`src/rtl/pq_pkg.sv`:
```
// ----------------------------------------------------------------------------
// pq_pkg: shared types and constants of the palette quantizer
// Color layout, distance width, result kinds, sequencer states and the
// control bundle that drives the distance unit.
// ----------------------------------------------------------------------------
`timescale 1ns / 1ps
`default_nettype none

package pq_pkg;

  localparam int COLOR_W   = 24;
  localparam int CHAN_W    = 8;
  localparam int RED_LSB   = 16;
  localparam int GREEN_LSB = 8;
  localparam int BLUE_LSB  = 0;
  localparam int SQ_W      = 2 * CHAN_W;
  localparam int DIST_W    = SQ_W + 2;
  localparam int INDEX_W   = 8;
  localparam int KIND_W    = 2;

  localparam logic [KIND_W-1:0] KIND_EXACT    = 2'd0;
  localparam logic [KIND_W-1:0] KIND_APPENDED = 2'd1;
  localparam logic [KIND_W-1:0] KIND_NEAREST  = 2'd2;

  typedef enum logic [1:0] {
    S_IDLE,
    S_SCAN,
    S_DRAIN,
    S_FINISH
  } pq_state_t;

  typedef struct packed {
    logic clear;
    logic valid;
  } pq_ctrl_t;

endpackage : pq_pkg

`default_nettype wire

```
`src/rtl/pq_dist.sv`:
```
// ----------------------------------------------------------------------------
// pq_dist: squared RGB distance and running minimum
// Stage one registers the three channel squares, stage two sums them and
// keeps the least distance seen since the last clear, ties to the first.
// ----------------------------------------------------------------------------
`timescale 1ns / 1ps
`default_nettype none

module pq_dist
  import pq_pkg::*;
#(
  parameter int IDX_W = 8
) (
  input  wire logic                clk,
  input  wire logic                rst,
  input  wire pq_ctrl_t            ctrl,
  input  wire logic [COLOR_W-1:0]  color,
  input  wire logic [COLOR_W-1:0]  entry,
  input  wire logic [IDX_W-1:0]    idx,
  output logic                     busy,
  output logic      [DIST_W-1:0]   best_dist,
  output logic      [IDX_W-1:0]    best_idx
);

  logic [CHAN_W-1:0] diff_r, diff_g, diff_b;
  logic [SQ_W-1:0]   sq_r, sq_g, sq_b;
  logic              sq_valid;
  logic [IDX_W-1:0]  sq_idx;
  logic [DIST_W-1:0] sum_dist;

  function automatic logic [CHAN_W-1:0] abs_diff(input logic [CHAN_W-1:0] a,
                                                 input logic [CHAN_W-1:0] b);
    abs_diff = (a > b) ? (a - b) : (b - a);
  endfunction

  always_comb begin
    diff_r   = abs_diff(color[RED_LSB +: CHAN_W],   entry[RED_LSB +: CHAN_W]);
    diff_g   = abs_diff(color[GREEN_LSB +: CHAN_W], entry[GREEN_LSB +: CHAN_W]);
    diff_b   = abs_diff(color[BLUE_LSB +: CHAN_W],  entry[BLUE_LSB +: CHAN_W]);
    sum_dist = DIST_W'(sq_r) + DIST_W'(sq_g) + DIST_W'(sq_b);
  end

  always_ff @(posedge clk) begin
    if (rst || ctrl.clear) begin
      sq_valid <= 1'b0;
    end else begin
      sq_valid <= ctrl.valid;
    end
    sq_r   <= SQ_W'(diff_r) * SQ_W'(diff_r);
    sq_g   <= SQ_W'(diff_g) * SQ_W'(diff_g);
    sq_b   <= SQ_W'(diff_b) * SQ_W'(diff_b);
    sq_idx <= idx;
  end

  always_ff @(posedge clk) begin
    if (ctrl.clear) begin
      best_dist <= '1;
      best_idx  <= '0;
    end else if (sq_valid && (sum_dist < best_dist)) begin
      best_dist <= sum_dist;
      best_idx  <= sq_idx;
    end
  end

  assign busy = sq_valid;

endmodule : pq_dist

`default_nettype wire

```
`config.mk`:
```
export PLATFORM = sky130hd
export DESIGN_NAME = pq_dist
export DESIGN_NICKNAME = d
export VERILOG_FILES = /design/src/rtl/pq_pkg.sv /design/src/rtl/pq_dist.sv
export SDC_FILE = /design/constraint.sdc
export NUM_CORES = 1
export LEC_CHECK = 0
export ABC_AREA = 1
export BUFFER_PORTS_ARGS = -buffer_cell sky130_fd_sc_hd__buf_2
export CAP_MARGIN = 0
export CORE_MARGIN = 1
export CORE_UTILIZATION = 60
export CTS_CLUSTER_SIZE = 12
export DETAILED_ROUTE_END_ITERATION = 10
export PLACE_DENSITY_LB_ADDON = 0.12
export SLEW_MARGIN = 20
export SYNTH_ARGS = -nofsm -noshare
export SYNTH_HDL_FRONTEND = slang
export SYNTH_SLANG_ARGS = --single-unit
```
`constraint.sdc`:
```
create_clock -name clk -period 16.2 [get_ports clk]
set_input_delay 0.81 -clock clk [delete_from_list [all_inputs] [get_ports clk]]
set_output_delay 0.81 -clock clk [all_outputs]
set_load 0.1 [all_outputs]
```
# == Word level (Yosys, flattened, before mapping) ==
# Cells that the tools add are included.
# classes
n_mul,3
reduce_logical,2
add_sub_neg,8
muxes,3
magnitude_cmp,4
# ops
op,count
$mul 8x8->16,3
$sub 8x8->8,6
$gt 8x8->1,3
$mux 8,3
$add 17x16->18,1
$lt 18x18->1,1
$add 16x16->17,1
$logic_and 1x1->1,1
$logic_or 1x1->1,1
# totals
elab_cells,27
register_bits,83
output_inout_bits,27

# == Depth between registers and ports, before layout ==
# depth
ltp_word,4
depth_mapped,33

# == Worst setup path before layout ==
# No wires, ideal clock.
# synth_timing
kind,input -> register
start,input color[16]
end,register sq_r[13]
t_required_ns,16.088
setup_ns,0.112
path_slack_ns,10.487
path_stages,30
arrival_ns,5.600
cell_sequence,inv_1 -> ha_1 -> fa_1 -> inv_1 -> nand2_1 -> nand2_1 -> nand2_1 -> nand2_1 -> nand2_4 -> inv_4 -> nand2_1 -> nand2_2 -> inv_2 -> nor2_2 -> inv_1 -> fa_1 -> inv_1 -> fa_1 -> inv_1 -> fa_1 -> fa_1 -> inv_1 -> ha_1 -> a21oi_1 -> a21boi_0 -> o21ai_0 -> nand2_1 -> nand2_1 -> nand2_1 -> nand2_1
# synth_via
elab_chain_len,3
word_cells_on_any_way,5
# synth_lines
item,line_no,text
"start, declared",pq_dist.sv:17,"input wire logic [COLOR_W-1:0] color,"
$sub 8x8->8 / $gt 8x8->1 (equally long branches),pq_dist.sv:33,abs_diff = (a > b) ? (a - b) : (b - a);
$mux 8 (*),pq_dist.sv:33,
$mul 8x8->16 (*),pq_dist.sv:49,sq_r <= SQ_W'(diff_r) * SQ_W'(diff_r);
"end signal, assigned",pq_dist.sv:49,
"end, declared",pq_dist.sv:26,"logic [SQ_W-1:0] sq_r, sq_g, sq_b;"
# Every way passes the cells marked *; elsewhere a longest branch is shown, timed or not.
# A chain may end at the register's enable or synchronous reset.

# == Worst setup path in the final report ==
# Same ends and word-level chain as after synthesis.

==> flow_summary.yaml <==
clocking:
  ctsHoldBuffers: 0
  numClockSinks: 80
  cts-root-buf: "clkbuf_16"
  worstSkewPairLatency_ns: 0.34
  postCtsSetupBuffers: 0
  cts-resized-gates: 0
  cts_tree: "done"
  path_clk_slew_ns: 0.06
  cts_max_level: 3
  clk_path_buf_depth: 2
  numCtsBuffers: 9
setup_path:
  cp_max_fo: 10
  cp-startpoint: "color[16]"
  start_kind: "primary input"
  r2r_cells: 18
  cp_data_arrival_time_ns: 6.05
  rrSetupSlack_ns: 11.94
  crit_top_cell: "nand2_1"
  critPathCaptureType: "flop"
  critPathMaxStageDelay_ns: 0.54
  slowest_stage: "fa_1"
  r2r_end: "best_dist[1]"
  critPathKind: "in2reg"
  worstReg2RegStart: "sq_r[11]"
  critPathRequiredTime_ns: 16.43
outcome:
  violations: "design-rule violations"
  status: "finished with violations"
routing:
  first_pass_iters: 8
  wirelength_um: 22200
  num_vias: 9403
  drt.antenna.violating_nets: 0
  wire_per_inst_um: 11.8
  drc: 19
  via_per_inst: 5.01
  drt-initial-drc-count: 451
hold_path:
  hp-class: "reg2reg"
  hold_end: "best_idx[0]"
  min_from: "best_idx[0]"
  min_path_cells: 2
logic_synthesis:
  synthCells: 1563
  ys.flop_type: "dfxtp_1"
  synth_edf_count: 0
  yosysWarnings: 0
  synthArstFlopShare_pct: 0
  synth.distinct_cells: 45
  synth_area_um2: 11100
  yosysSeqAreaShare_pct: 14.4
  syn_avg_cell_area_um2: 7.13
  ys_seq_elements: 80
sta:
  report.final.slew_viol_count: 0
  setup_viol: 0
  max_freq_mhz: 172
  fin_crit_ns: 5.82
  hold_viol: 0
  min_period_over_period_pct: 35.9
  rsz0062_at_grt: "false"
  worst_pin_slew_ns: 0.903
  relSlewSlack_pct: 39.7
  setup-tns-final_ns: 0
  finalClockSkew_ns: 0.00966
floorplanning:
  initial_core_util_pct: 61.6
  coreArea_um2: 18100
  die-area_um2: 19100
  die_w_um: 138
  die_h_um: 138
  io_pins: 87
  rows: 49
grt:
  grt_usage_pct: 24.8
  met3_usage_pct: 2.25
  first_global_vias: 9244
  grtUsageMet1_pct: 32.4
  grt_pass1_wl_um: 39800
  use_met2_pct: 44.5
  busiest_layer: "met2"
  grt_max_degree: 28
  antenna_found_initial: 0
  overflow: 0
final_layout:
  syn_to_final_growth_pct: 8.55
  diodes: 0
  layout.nets: 1967
  drive_gt1_share_pct: 10.4
run:
  drv_cap: 0
place:
  gp_congestion: 0.870
  dp_hpwl_um: 18900
  io_buffers: 86
## cells by family after synthesis
logic type                 count (synthesis)  share of synthesized area [%]
AOI/OAI and AO/OA                        136                           6.98
adders and majority gates                263                           36.1
DFF                                       80                           14.4
xor gates and xnor gates                  61                           4.80
buffers and inverters                    368                           12.7
and+or+nand+nor                          653                           24.9
other                                      2                         0.0674
## metal layers
layer  share of wire [%]  up-vias
met4                 1.4        0
met1                  48     4265
li1                    -     4937
met5                   0        -
met3                 3.1       29
met2                  48      172
## synthesized netlist by cell type, types with 5 or more instances
library cell / instances / share of area, %
a21oi_1: 73 / 3.3
buf_2: 9 / 0.40
dfxtp_1: 80 / 14
fa_1: 97 / 17
ha_1: 166 / 19
inv_1: 333 / 11
inv_2: 16 / 0.54
nand2_1: 376 / 13
nand2_2: 26 / 1.5
nand2_4: 6 / 0.61
nand3_1: 84 / 3.8
nand4_1: 16 / 0.90
nor2_1: 123 / 4.1
nor2_2: 5 / 0.28
o21ai_0: 32 / 1.4
o21bai_1: 8 / 0.54
xnor2_1: 22 / 1.7
xor2_1: 39 / 3.1
## placed cells by master, fill, tap and decap left out, types with 8 or more instances in the layout
master     count
a21oi_1       73
ha_1         166
inv_1        333
clkbuf_16      9
inv_2         16
xnor2_1       22
nand4_1       16
nor2_1       123
o21ai_0       32
dfxtp_1       80
xor2_1        39
nand2_1      376
o21bai_1       8
nand2_2       26
nand3_1       84
fa_1          97
buf_2         86
## through the flow
| step | hold slack (ns) | setup slack, ns | instance area (um^2) | std cells | utilization [%] |
|---|---|---|---|---|---|
| finish | 0.477 | 10.38 | 12100 | 1878 | 66.8 |
| global route | 0.502 | 9.91 | 12100 | 1878 | 66.8 |
| CTS | 0.480 | 10.38 | 12100 | 1878 | 66.8 |
| detailed placement | 0.465 | 10.01 | 11800 | 1862 | 65.0 |
| global placement | 0.456 | 10.09 | 11800 | 1862 | 65.0 |
| floorplan | 0.453 | 10.49 | 11100 | 1564 | - |
## state kept, by name, indices dropped and copies added (netlist names)
signal,cells
sq_idx,8
best_dist,18
sq_r,15
busy,1
best_idx,8
sq_g,15
sq_b,15
## worst max-delay path: cells and delay by family
family	cells	cell delay, ns
adders and majority gates	7	2.97
buffers and inverters	9	0.62
and+or+nand+nor	12	0.98
AOI/OAI and AO/OA	3	0.67
## final cells by class
cell class / count / area (um^2)
timing repair buffer: 86 / 430
sequential: 80 / 1600
clock buffer: 9 / 225
inverter: 351 / 1320
fill: 1636 / 6000
multi-input combinational: 1116 / 8120
tap: 229 / 287
clock inverter: 7 / 104
## how the worst max path moves through the flow
stage | to | slack, ns | depth (start not counted)
3_3_place_gp | sq_b[12] | 10.09 | 28
4_1_cts | sq_r[13] | 10.38 | 31
3_5_place_dp | sq_r[13] | 10.01 | 31
5_1_grt | sq_r[13] | 9.91 | 27
6_report | sq_r[13] | 10.38 | 31
2_1_floorplan | sq_r[13] | 10.49 | 30
Power is left out: the tool's default activity adds up to more than one toggle a clock period on the data nets, which glitch-free logic cannot reach.
